`config.mk`:
```
export PLATFORM = sky130hd
export DESIGN_NAME = clipped_draw_window_generator_unit
export DESIGN_NICKNAME = d
export VERILOG_FILES = /design/src/sv/cdwg_pkg.sv /design/src/sv/cdwg_front.sv /design/src/sv/cdwg_queue.sv /design/src/sv/cdwg_back.sv /design/src/sv/clipped_draw_window_generator_unit.sv
export SDC_FILE = /design/constraint.sdc
export NUM_CORES = 2
export LEC_CHECK = 0
export ABC_AREA = 0
export BUFFER_PORTS_ARGS = -buffer_cell sky130_fd_sc_hd__buf_4
export CAP_MARGIN = 10
export CORE_ASPECT_RATIO = 0.8
export CORE_MARGIN = 3
export CORE_UTILIZATION = 55
export DETAILED_ROUTE_END_ITERATION = 8
export HOLD_SLACK_MARGIN = 0.05
export PLACE_DENSITY = 0.69
export SYNTH_ARGS = -nofsm -noshare
export SYNTH_HDL_FRONTEND = slang
export SYNTH_SLANG_ARGS = --single-unit
export TNS_END_PERCENT = 100
```
`constraint.sdc`:
```
create_clock -name clock -period 24.4 [get_ports clock]
set_clock_uncertainty 0.1 [all_clocks]
set_input_delay 3.66 -clock clock [delete_from_list [all_inputs] [get_ports clock]]
set_output_delay 3.66 -clock clock [all_outputs]
set_load 0.02 [all_outputs]
```
`src/sv/cdwg_pkg.sv`:
```
// Shared types, register indexes and helpers of the clipped draw window generator.
package cdwg_pkg;

   localparam int SegCount  = 4;
   localparam int SelBits   = $clog2(SegCount);
   localparam int PosBits   = 18;
   localparam int DimBits   = 11;
   localparam int LimitBits = 22;

   typedef logic [2:0]             csr_index_type;
   typedef logic [2:0]             req_code_type;
   typedef logic signed [PosBits-1:0] pos_type;
   typedef logic [DimBits-1:0]     dim_type;

   localparam dim_type DimCap = 11'd1024;

   localparam csr_index_type CsrClipXMin    = 3'd0;
   localparam csr_index_type CsrClipYMin    = 3'd1;
   localparam csr_index_type CsrClipXMax    = 3'd2;
   localparam csr_index_type CsrClipYMax    = 3'd3;
   localparam csr_index_type CsrPanelWidth  = 3'd4;
   localparam csr_index_type CsrPanelHeight = 3'd5;

   localparam req_code_type ReqPixel   = 3'd0;
   localparam req_code_type ReqFill    = 3'd1;
   localparam req_code_type ReqOutline = 3'd2;
   localparam req_code_type ReqHline   = 3'd3;
   localparam req_code_type ReqVline   = 3'd4;
   localparam req_code_type ReqClear   = 3'd5;

   // half-open box before clipping
   typedef struct packed {
      pos_type x0;
      pos_type y0;
      pos_type x1;
      pos_type y1;
   } box_type;

   // drawable region, already capped and intersected with the panel
   typedef struct packed {
      logic [9:0] x_lo;
      logic [9:0] y_lo;
      dim_type    x_hi;
      dim_type    y_hi;
      dim_type    panel_w;
      dim_type    panel_h;
   } bounds_type;

   // one clipped, non-empty window headed for the back end
   typedef struct packed {
      dim_type     x0;
      dim_type     y0;
      dim_type     x1;
      dim_type     y1;
      logic [15:0] color;
      logic        last;
   } seg_type;

   function automatic logic [15:0] pack_bgr565(logic [23:0] rgb);
      return {rgb[7:3], rgb[15:10], rgb[23:19]};
   endfunction

   function automatic dim_type cap_dim(dim_type v);
      return (v > DimCap) ? DimCap : v;
   endfunction

endpackage

```
`src/sv/cdwg_front.sv`:
```
// Front end: takes draw requests, builds up to four boxes, clips them and issues windows.
module cdwg_front (
   input  logic                   clock,
   input  logic                   reset,
   input  logic                   req_valid,
   output logic                   req_ready,
   input  logic [2:0]             req_type,
   input  logic signed [15:0]     req_pos_x,
   input  logic signed [15:0]     req_pos_y,
   input  logic [15:0]            req_len_x,
   input  logic [15:0]            req_len_y,
   input  logic [7:0]             req_thickness,
   input  logic [23:0]            req_color_rgb,
   input  cdwg_pkg::bounds_type   bounds,
   output logic                   seg_valid,
   input  logic                   seg_ready,
   output cdwg_pkg::seg_type      seg
);

   typedef struct packed {
      cdwg_pkg::dim_type x0;
      cdwg_pkg::dim_type y0;
      cdwg_pkg::dim_type x1;
      cdwg_pkg::dim_type y1;
   } win_type;

   localparam cdwg_pkg::pos_type PosOne = 18'sd1;

   // stage 1: raw boxes of the accepted item
   logic                                 s1_valid_ff, s1_valid_in;
   cdwg_pkg::box_type                    s1_box_ff [cdwg_pkg::SegCount];
   cdwg_pkg::box_type                    box_in    [cdwg_pkg::SegCount];
   logic [cdwg_pkg::SegCount-1:0]        s1_mask_ff, mask_in;
   logic [15:0]                          s1_color_ff;

   // stage 2: clipped windows, drained one per cycle while seg_ready is high
   logic [cdwg_pkg::SegCount-1:0]        s2_mask_ff, s2_mask_in;
   win_type                              s2_win_ff [cdwg_pkg::SegCount];
   win_type                              clip_win  [cdwg_pkg::SegCount];
   logic [cdwg_pkg::SegCount-1:0]        live;
   logic [15:0]                          s2_color_ff;

   logic [cdwg_pkg::SelBits-1:0]         sel;
   logic [cdwg_pkg::SegCount-1:0]        rest;
   logic                                 push, s2_free, req_fire, s1_move;

   always_comb begin
      cdwg_pkg::pos_type px, py, plx, ply, th, th_half, xe, ye;
      px      = {{2{req_pos_x[15]}}, req_pos_x};
      py      = {{2{req_pos_y[15]}}, req_pos_y};
      plx     = {2'b00, req_len_x};
      ply     = {2'b00, req_len_y};
      th      = {10'd0, req_thickness};
      th_half = {11'd0, req_thickness[7:1]};
      xe      = px + plx;
      ye      = py + ply;
      for (int k = 0; k < cdwg_pkg::SegCount; k++) begin
         box_in[k] = '0;
      end
      mask_in = '0;
      unique case (req_type)
         cdwg_pkg::ReqPixel: begin
            box_in[0] = '{x0: px, y0: py, x1: px + PosOne, y1: py + PosOne};
            mask_in   = 4'b0001;
         end
         cdwg_pkg::ReqFill: begin
            box_in[0] = '{x0: px, y0: py, x1: xe, y1: ye};
            mask_in   = 4'b0001;
         end
         cdwg_pkg::ReqOutline: begin
            // top, bottom, left, right; side columns skip the corner rows
            box_in[0] = '{x0: px, y0: py, x1: xe, y1: py + PosOne};
            box_in[1] = '{x0: px, y0: ye - PosOne, x1: xe, y1: ye};
            box_in[2] = '{x0: px, y0: py + PosOne, x1: px + PosOne, y1: ye - PosOne};
            box_in[3] = '{x0: xe - PosOne, y0: py + PosOne, x1: xe, y1: ye - PosOne};
            if (req_len_x != '0 && req_len_y != '0) begin
               mask_in = {req_len_x >= 16'd2, 1'b1, req_len_y >= 16'd2, 1'b1};
            end
         end
         cdwg_pkg::ReqHline: begin
            box_in[0] = '{x0: px, y0: py - th_half, x1: xe, y1: py - th_half + th};
            mask_in   = 4'b0001;
         end
         cdwg_pkg::ReqVline: begin
            box_in[0] = '{x0: px - th_half, y0: py, x1: px - th_half + th, y1: ye};
            mask_in   = 4'b0001;
         end
         cdwg_pkg::ReqClear: begin
            box_in[0] = '{x0: '0, y0: '0,
                          x1: {7'd0, bounds.panel_w}, y1: {7'd0, bounds.panel_h}};
            mask_in   = 4'b0001;
         end
         default: begin
            mask_in = '0;
         end
      endcase
   end

   // clip all four boxes side by side
   always_comb begin
      cdwg_pkg::pos_type lo_x, lo_y, hi_x, hi_y, cx0, cy0, cx1, cy1;
      lo_x = {8'd0, bounds.x_lo};
      lo_y = {8'd0, bounds.y_lo};
      hi_x = {7'd0, bounds.x_hi};
      hi_y = {7'd0, bounds.y_hi};
      for (int k = 0; k < cdwg_pkg::SegCount; k++) begin
         cx0 = (s1_box_ff[k].x0 < lo_x) ? lo_x : s1_box_ff[k].x0;
         cy0 = (s1_box_ff[k].y0 < lo_y) ? lo_y : s1_box_ff[k].y0;
         cx1 = (s1_box_ff[k].x1 > hi_x) ? hi_x : s1_box_ff[k].x1;
         cy1 = (s1_box_ff[k].y1 > hi_y) ? hi_y : s1_box_ff[k].y1;
         live[k] = s1_mask_ff[k] && (cx0 < cx1) && (cy0 < cy1);
         // a live box lies within 0..1024, so 11 bits hold it
         clip_win[k] = '{x0: cx0[cdwg_pkg::DimBits-1:0], y0: cy0[cdwg_pkg::DimBits-1:0],
                         x1: cx1[cdwg_pkg::DimBits-1:0], y1: cy1[cdwg_pkg::DimBits-1:0]};
      end
   end

   always_comb begin
      sel = '0;
      for (int k = cdwg_pkg::SegCount - 1; k >= 0; k--) begin
         if (s2_mask_ff[k]) begin
            sel = cdwg_pkg::SelBits'(k);
         end
      end
   end

   assign rest      = s2_mask_ff & ~(cdwg_pkg::SegCount'(1) << sel);
   assign seg_valid = (s2_mask_ff != '0);
   assign push      = seg_valid && seg_ready;
   assign s2_free   = !seg_valid || (push && rest == '0);
   assign s1_move   = s1_valid_ff && s2_free;
   assign req_ready = !s1_valid_ff || s2_free;
   assign req_fire  = req_valid && req_ready;

   assign seg = '{x0: s2_win_ff[sel].x0, y0: s2_win_ff[sel].y0,
                  x1: s2_win_ff[sel].x1, y1: s2_win_ff[sel].y1,
                  color: s2_color_ff, last: (rest == '0)};

   always_comb begin
      s1_valid_in = s1_valid_ff;
      if (s2_free) begin
         s1_valid_in = 1'b0;
      end
      if (req_fire) begin
         s1_valid_in = 1'b1;
      end
      s2_mask_in = s2_mask_ff;
      if (push) begin
         s2_mask_in = rest;
      end
      if (s1_move) begin
         s2_mask_in = live;
      end
   end

   always_ff @(posedge clock) begin
      if (reset) begin
         s1_valid_ff <= 1'b0;
         s2_mask_ff  <= '0;
      end else begin
         s1_valid_ff <= s1_valid_in;
         s2_mask_ff  <= s2_mask_in;
      end
   end

   always_ff @(posedge clock) begin
      if (req_fire) begin
         s1_box_ff   <= box_in;
         s1_mask_ff  <= mask_in;
         s1_color_ff <= cdwg_pkg::pack_bgr565(req_color_rgb);
      end
      if (s1_move) begin
         s2_win_ff   <= clip_win;
         s2_color_ff <= s1_color_ff;
      end
   end

endmodule

```
`src/sv/cdwg_queue.sv`:
```
// Small window queue between the front and back ends.
module cdwg_queue #(
   parameter int DEPTH = 4
) (
   input  logic               clock,
   input  logic               reset,
   input  logic               in_valid,
   output logic               in_ready,
   input  cdwg_pkg::seg_type  in_seg,
   output logic               out_valid,
   input  logic               out_ready,
   output cdwg_pkg::seg_type  out_seg
);

   localparam int PtrBits = $clog2(DEPTH);
   localparam int CntBits = $clog2(DEPTH + 1);

   cdwg_pkg::seg_type   entry_ff [DEPTH];
   logic [PtrBits-1:0]  wr_ptr_ff, wr_ptr_in, rd_ptr_ff, rd_ptr_in;
   logic [CntBits-1:0]  count_ff, count_in;
   logic                push, pop;

   assign in_ready  = (count_ff != CntBits'(DEPTH));
   assign out_valid = (count_ff != '0);
   assign push      = in_valid && in_ready;
   assign pop       = out_valid && out_ready;
   assign out_seg   = entry_ff[rd_ptr_ff];

   always_comb begin
      wr_ptr_in = wr_ptr_ff;
      rd_ptr_in = rd_ptr_ff;
      count_in  = count_ff;
      if (push) begin
         wr_ptr_in = (wr_ptr_ff == PtrBits'(DEPTH - 1)) ? '0 : wr_ptr_ff + 1'b1;
      end
      if (pop) begin
         rd_ptr_in = (rd_ptr_ff == PtrBits'(DEPTH - 1)) ? '0 : rd_ptr_ff + 1'b1;
      end
      if (push && !pop) begin
         count_in = count_ff + 1'b1;
      end else if (pop && !push) begin
         count_in = count_ff - 1'b1;
      end
   end

   always_ff @(posedge clock) begin
      if (reset) begin
         wr_ptr_ff <= '0;
         rd_ptr_ff <= '0;
         count_ff  <= '0;
      end else begin
         wr_ptr_ff <= wr_ptr_in;
         rd_ptr_ff <= rd_ptr_in;
         count_ff  <= count_in;
      end
   end

   always_ff @(posedge clock) begin
      if (push) begin
         entry_ff[wr_ptr_ff] <= in_seg;
      end
   end

   a_count_bound: assert property (@(posedge clock) disable iff (reset)
      count_ff <= CntBits'(DEPTH))
      else $error("queue count above depth");

   a_drain_step: assert property (@(posedge clock) disable iff (reset)
      (pop && !push) |=> (count_ff == $past(count_ff) - 1'b1))
      else $error("queue count did not follow a pop");

endmodule

```
`src/sv/cdwg_back.sv`:
```
// Back end: sizes each window, checks it against the area limit and holds the result.
module cdwg_back #(
   parameter int COORD_BITS = 16
) (
   input  logic                              clock,
   input  logic                              reset,
   input  logic                              seg_valid,
   output logic                              seg_ready,
   input  cdwg_pkg::seg_type                 seg,
   input  logic [cdwg_pkg::LimitBits-1:0]    limit,
   output logic                              rsp_valid,
   input  logic                              rsp_ready,
   output logic [15:0]                       rsp_win_x0,
   output logic [15:0]                       rsp_win_y0,
   output logic [15:0]                       rsp_win_x1,
   output logic [15:0]                       rsp_win_y1,
   output logic [20:0]                       rsp_pixel_count,
   output logic [15:0]                       rsp_color_packed,
   output logic                              rsp_refused,
   output logic                              rsp_last_segment
);

   localparam logic [15:0] CoordMask = 16'((32'd1 << COORD_BITS) - 1);

   logic                               b1_valid_ff, b1_valid_in;
   cdwg_pkg::dim_type                  b1_x0_ff, b1_y0_ff, b1_x1_ff, b1_y1_ff;
   cdwg_pkg::dim_type                  b1_w_ff, b1_h_ff;
   logic [15:0]                        b1_color_ff;
   logic                               b1_last_ff;

   logic                               out_valid_ff, out_valid_in;
   logic                               advance, b1_take, refused;
   logic [cdwg_pkg::LimitBits-1:0]     count;

   assign advance   = !out_valid_ff || rsp_ready;
   assign b1_take   = !b1_valid_ff || advance;
   assign seg_ready = b1_take;

   assign count   = cdwg_pkg::LimitBits'(b1_w_ff) * cdwg_pkg::LimitBits'(b1_h_ff);
   assign refused = (count > limit);

   always_comb begin
      b1_valid_in  = b1_valid_ff;
      out_valid_in = out_valid_ff;
      if (b1_take) begin
         b1_valid_in = seg_valid;
      end
      if (advance) begin
         out_valid_in = b1_valid_ff;
      end
   end

   always_ff @(posedge clock) begin
      if (reset) begin
         b1_valid_ff  <= 1'b0;
         out_valid_ff <= 1'b0;
      end else begin
         b1_valid_ff  <= b1_valid_in;
         out_valid_ff <= out_valid_in;
      end
   end

   always_ff @(posedge clock) begin
      if (b1_take && seg_valid) begin
         b1_x0_ff    <= seg.x0;
         b1_y0_ff    <= seg.y0;
         b1_x1_ff    <= seg.x1 - 1'b1;
         b1_y1_ff    <= seg.y1 - 1'b1;
         b1_w_ff     <= seg.x1 - seg.x0;
         b1_h_ff     <= seg.y1 - seg.y0;
         b1_color_ff <= seg.color;
         b1_last_ff  <= seg.last;
      end
      if (advance && b1_valid_ff) begin
         rsp_win_x0       <= 16'(b1_x0_ff) & CoordMask;
         rsp_win_y0       <= 16'(b1_y0_ff) & CoordMask;
         rsp_win_x1       <= 16'(b1_x1_ff) & CoordMask;
         rsp_win_y1       <= 16'(b1_y1_ff) & CoordMask;
         rsp_pixel_count  <= refused ? '0 : count[20:0];
         rsp_refused      <= refused;
         rsp_color_packed <= b1_color_ff;
         rsp_last_segment <= b1_last_ff;
      end
   end

   assign rsp_valid = out_valid_ff;

   a_nonempty: assert property (@(posedge clock) disable iff (reset)
      (rsp_valid && !rsp_refused) |-> (rsp_pixel_count != '0))
      else $error("window with no pixels reached the output");

   a_corner_order: assert property (@(posedge clock) disable iff (reset)
      rsp_valid |-> (rsp_win_x1 >= rsp_win_x0 && rsp_win_y1 >= rsp_win_y0))
      else $error("window corners out of order");

endmodule

```
`src/sv/clipped_draw_window_generator_unit.sv`:
```
// Clipped draw window generator: a request enters every cycle the front end is free. Its boxes
// are clipped in one pass and the resulting windows leave the front end one per cycle while the
// queue accepts them, so a request holds the front end for as many windows as it yields (an
// outline rectangle up to four, all other kinds at most one). That one-window-per-cycle issue step
// sets the rate; a queue of QUEUE_DEPTH windows and a two-stage back end (size, then multiply and
// limit check into the output register) follow. Register writes apply to every request taken
// after the write edge.
module clipped_draw_window_generator_unit #(
   parameter int COORD_BITS  = 16,
   parameter int QUEUE_DEPTH = 4
) (
   input  logic                clock,
   input  logic                reset,
   input  logic                req_valid,
   output logic                req_ready,
   input  logic [2:0]          req_type,
   input  logic signed [15:0]  req_pos_x,
   input  logic signed [15:0]  req_pos_y,
   input  logic [15:0]         req_len_x,
   input  logic [15:0]         req_len_y,
   input  logic [7:0]          req_thickness,
   input  logic [23:0]         req_color_rgb,
   output logic                rsp_valid,
   input  logic                rsp_ready,
   output logic [15:0]         rsp_win_x0,
   output logic [15:0]         rsp_win_y0,
   output logic [15:0]         rsp_win_x1,
   output logic [15:0]         rsp_win_y1,
   output logic [20:0]         rsp_pixel_count,
   output logic [15:0]         rsp_color_packed,
   output logic                rsp_refused,
   output logic                rsp_last_segment,
   input  logic                csr_valid,
   output logic                csr_ready,
   input  cdwg_pkg::csr_index_type csr_index,
   input  logic [10:0]         csr_wdata
);

   logic [9:0]                       clip_x_min_ff, clip_y_min_ff;
   cdwg_pkg::dim_type                clip_x_max_ff, clip_y_max_ff;
   cdwg_pkg::dim_type                panel_width_ff, panel_height_ff;
   cdwg_pkg::dim_type                pw_cap, ph_cap, cx_cap, cy_cap;
   logic [cdwg_pkg::LimitBits-1:0]   area_prod;
   logic [cdwg_pkg::LimitBits-1:0]   limit_ff, limit_in;
   cdwg_pkg::bounds_type             bounds;

   logic                             q_in_valid, q_in_ready, q_out_valid, q_out_ready;
   cdwg_pkg::seg_type                q_in_seg, q_out_seg;

   assign csr_ready = 1'b1;

   always_ff @(posedge clock) begin
      if (reset) begin
         clip_x_min_ff   <= 10'd0;
         clip_y_min_ff   <= 10'd0;
         clip_x_max_ff   <= 11'd320;
         clip_y_max_ff   <= 11'd240;
         panel_width_ff  <= 11'd320;
         panel_height_ff <= 11'd240;
      end else if (csr_valid && csr_ready) begin
         unique case (csr_index)
            cdwg_pkg::CsrClipXMin:    clip_x_min_ff   <= csr_wdata[9:0];
            cdwg_pkg::CsrClipYMin:    clip_y_min_ff   <= csr_wdata[9:0];
            cdwg_pkg::CsrClipXMax:    clip_x_max_ff   <= csr_wdata;
            cdwg_pkg::CsrClipYMax:    clip_y_max_ff   <= csr_wdata;
            cdwg_pkg::CsrPanelWidth:  panel_width_ff  <= csr_wdata;
            cdwg_pkg::CsrPanelHeight: panel_height_ff <= csr_wdata;
            default: begin
            end
         endcase
      end
   end

   assign pw_cap = cdwg_pkg::cap_dim(panel_width_ff);
   assign ph_cap = cdwg_pkg::cap_dim(panel_height_ff);
   assign cx_cap = cdwg_pkg::cap_dim(clip_x_max_ff);
   assign cy_cap = cdwg_pkg::cap_dim(clip_y_max_ff);

   assign bounds = '{x_lo:    clip_x_min_ff,
                     y_lo:    clip_y_min_ff,
                     x_hi:    (pw_cap < cx_cap) ? pw_cap : cx_cap,
                     y_hi:    (ph_cap < cy_cap) ? ph_cap : cy_cap,
                     panel_w: pw_cap,
                     panel_h: ph_cap};

   // twice the panel area; at most 2^21
   assign area_prod = cdwg_pkg::LimitBits'(pw_cap) * cdwg_pkg::LimitBits'(ph_cap);
   assign limit_in  = {area_prod[cdwg_pkg::LimitBits-2:0], 1'b0};

   always_ff @(posedge clock) begin
      limit_ff <= limit_in;
   end

   cdwg_front u_front (
      .clock         (clock),
      .reset         (reset),
      .req_valid     (req_valid),
      .req_ready     (req_ready),
      .req_type      (req_type),
      .req_pos_x     (req_pos_x),
      .req_pos_y     (req_pos_y),
      .req_len_x     (req_len_x),
      .req_len_y     (req_len_y),
      .req_thickness (req_thickness),
      .req_color_rgb (req_color_rgb),
      .bounds        (bounds),
      .seg_valid     (q_in_valid),
      .seg_ready     (q_in_ready),
      .seg           (q_in_seg)
   );

   cdwg_queue #(
      .DEPTH (QUEUE_DEPTH)
   ) u_queue (
      .clock     (clock),
      .reset     (reset),
      .in_valid  (q_in_valid),
      .in_ready  (q_in_ready),
      .in_seg    (q_in_seg),
      .out_valid (q_out_valid),
      .out_ready (q_out_ready),
      .out_seg   (q_out_seg)
   );

   cdwg_back #(
      .COORD_BITS (COORD_BITS)
   ) u_back (
      .clock            (clock),
      .reset            (reset),
      .seg_valid        (q_out_valid),
      .seg_ready        (q_out_ready),
      .seg              (q_out_seg),
      .limit            (limit_ff),
      .rsp_valid        (rsp_valid),
      .rsp_ready        (rsp_ready),
      .rsp_win_x0       (rsp_win_x0),
      .rsp_win_y0       (rsp_win_y0),
      .rsp_win_x1       (rsp_win_x1),
      .rsp_win_y1       (rsp_win_y1),
      .rsp_pixel_count  (rsp_pixel_count),
      .rsp_color_packed (rsp_color_packed),
      .rsp_refused      (rsp_refused),
      .rsp_last_segment (rsp_last_segment)
   );

endmodule

```
==> results.cfg <==
[layout]
mostFrequentLayoutCells = 770 x edfxtp_1, 540 x nand2_1, 498 x ha_1, 424 x inv_1, 383 x nor2_1
n_fill_cell = 7917
ff_latch_area_mm2 = 0.02515
multi_input_area_mm2 = 0.02639
nets = 5804
area_delta_synth_final_pct = 10.16
layout_commonest_cell = edfxtp_1
final_util_pct = 61.22
drive_above_1_share_pct = 10.79

[yosys]
syn_area_mm2 = 0.05390
synth-edff-count = 770
netlist_instances = 4888
avgSynthCellArea_um2 = 11.03
ys.flop_type = edfxtp_1
ys_warn_count = 0
ys_ff_latch = 871
yosysUniqueCellTypes = 96
synthArstFlopShare_pct = 0
ys_seq_area_share_pct = 46.65

[global_routing]
grt_pass1_vias = 35242
grt_usage_pct = 27.94
globalRouteOverflowTotal = 0
grt_first_pass_wirelength_um = 215800
antenna_found_initial = 5
grt_max_degree = 83

[setup_path]
r2r-end = u_front.s2_mask_ff[3]
path_class = register to register
reg2reg_slack_ps = 15380
crit_fanout = 27
required_ps = 24850
slowest_delay_ps = 650
cp_slowest_cell = a21oi_1
cp-end-kind = register
cp.arrival_ps = 9470
reg2regPathDepth = 30
cp-start-kind = register
r2r_start = panel_width_ff[10]

[routing]
dr.pass1.iters = 6
drt-initial-drc-count = 3607
avgViaCountPerCell = 5.844
vias = 37340
ant_nets = 0
drc = 0
wl_per_cell_um = 22.31
wl_um = 142500

[die]
rows = 102
dieArea_mm2 = 0.1018
die_h_um = 286
fp.dieW_um = 356
ioPinCount = 224
coreArea_mm2 = 0.09699
start_util_pct = 55.57

[clock_tree]
cts_buffer_depth = 3
post-cts-setup-buffers = 0
clock-sinks = 871
htree_levels = 3
clk_latency_ps = 670
cts_hold_buf = 0
tritoncts = yes
ctsResizeCount = 0
cts_buffers = 86
clk_pin_slew_ps = 60
cts_root_buf = clkbuf_16

[timing]
setup_tns_ps = 0
timing.final.crit_share_pct = 36.96
relSlewSlack_pct = 21.88
final_hold_viol_count = 0
finalSetupViolCount = 0
rsz0062_at_grt = false
max_freq_mhz = 110.9
drv_slew = 0
worstMarginPinSlew_ps = 1154
final.min_clock_period_ps = 9017

[job]
cap_viol_max_count = 0

[placed_design]
dpl.hpwl_um = 109300
gp_congestion = 0.9872
port_buffers = 194

[worst_hold_path]
hold_path_class = register to register
holdPathEnd = u_back.rsp_color_packed[0]
holdCritStartpoint = u_back.b1_color_ff[0]
holdPathStages = 0

[run_status]
outcome = completed
[metrics by stage]
step | area, um^2 | instances | setup WS (ps) | hold WS [ps]
floorplan | 53970 | 4907 | 14790 | 300.3
global placement | 56510 | 6232 | 15840 | 301.4
detailed placement | 56510 | 6232 | 15840 | 304.5
CTS | 59370 | 6387 | 15790 | 302.2
global route | 59370 | 6387 | 15000 | 310.1
finish | 59380 | 6389 | 15380 | 308.9
[cells by family (layout without fill, tap and decap cells)]
group,count (synthesis),count (layout),share of synthesized area (%)
adder cells (fa/ha/maj),667,667,17.82
AND/OR/NAND/NOR,1546,1546,13.45
flip-flops,871,871,46.65
AO/OA/AOI/OAI,821,821,9.859
multiplexers,149,149,4.345
buffers and inverters,637,817,4.701
other,2,23,0.01393
XOR/XNOR,195,195,3.169
[worst max-delay path by stage]
stage	startpoint	endpoint	slack (ps)	depth (start not counted)
floorplan	rsp_ready	u_queue.count_ff[2]	14790	9
global placement	panel_width_ff[10]	u_front.s2_mask_ff[3]	15840	30
detailed placement	panel_width_ff[10]	u_front.s2_mask_ff[3]	15840	30
CTS	panel_width_ff[10]	u_front.s2_mask_ff[3]	15790	30
global route	panel_width_ff[10]	u_front.s2_mask_ff[3]	15000	30
finish	panel_width_ff[10]	u_front.s2_mask_ff[3]	15380	30
[sequential cells by signal, indices dropped and copies added (netlist names), 21 cells and up, named ones only]
name	cells
u_back.rsp_pixel_count	21
u_queue.entry_ff	244
u_front.s2_win_ff	132
limit_ff	21
u_front.s1_box_ff	192
[worst max-delay path, delay by kind of cell (launching register included)]
family	cells	cell delay [ps]
AO/OA/AOI/OAI	14	4160
adder cells (fa/ha/maj)	3	1170
buffers and inverters	5	1720
flip-flops	1	310
AND/OR/NAND/NOR	8	1380
[synth_stat cells (13+ instances only)]
| cell | number | area, um^2 |
|---|---|---|
| o21a_1 | 35 | 262.8 |
| nor4_1 | 32 | 200.2 |
| ha_1 | 498 | 6231 |
| nor2b_1 | 99 | 619.3 |
| nor2_1 | 383 | 1438 |
| and2_1 | 110 | 688.2 |
| a211oi_1 | 33 | 247.7 |
| a21o_1 | 123 | 923.4 |
| mux2_2 | 66 | 743.2 |
| xnor2_1 | 134 | 1174 |
| mux2i_1 | 21 | 210.2 |
| nand4_1 | 43 | 269.0 |
| o22ai_1 | 22 | 137.6 |
| o211ai_1 | 26 | 195.2 |
| dfxtp_1 | 101 | 2022 |
| nand2_1 | 541 | 2031 |
| a21oi_1 | 228 | 1141 |
| xor2_1 | 61 | 534.3 |
| and3_1 | 32 | 200.2 |
| fa_1 | 168 | 3363 |
| nand2b_1 | 53 | 331.6 |
| buf_4 | 22 | 165.2 |
| a31oi_1 | 58 | 362.9 |
| edfxtp_1 | 770 | 23120 |
| or3_1 | 22 | 137.6 |
| clkbuf_1 | 158 | 593.1 |
| inv_1 | 424 | 1592 |
| mux4_2 | 61 | 1374 |
| o31ai_1 | 19 | 142.6 |
| nor3_1 | 56 | 280.3 |
| o21ai_0 | 139 | 695.7 |
| nand3_1 | 120 | 600.6 |
| or2_2 | 13 | 81.33 |
[cell type report]
type / instances / area share (%)
Clock inverter: 49 / 0.9630
Timing Repair Buffer: 229 / 2.895
Tap cell: 1300 / 2.739
Inverter: 433 / 2.737
Multi-Input combinational cell: 3399 / 44.44
Antenna cell: 2 / 0.008429
Clock buffer: 106 / 3.856
Sequential cell: 871 / 42.36
[metal layers]
| layer | global-route usage [%] | share of wire (%) | vias up |
|---|---|---|---|
| li1 | - | - | 17613 |
| met1 | 43.39 | 46 | 17969 |
| met2 | 39.34 | 42 | 1527 |
| met3 | 4.928 | 8.8 | 227 |
| met4 | 9.565 | 3.7 | 4 |
| met5 | 0 | 0.019 | - |
Power is not shown: default switching activity piles up to over one toggle a cycle in this logic, so the estimate is an artifact.
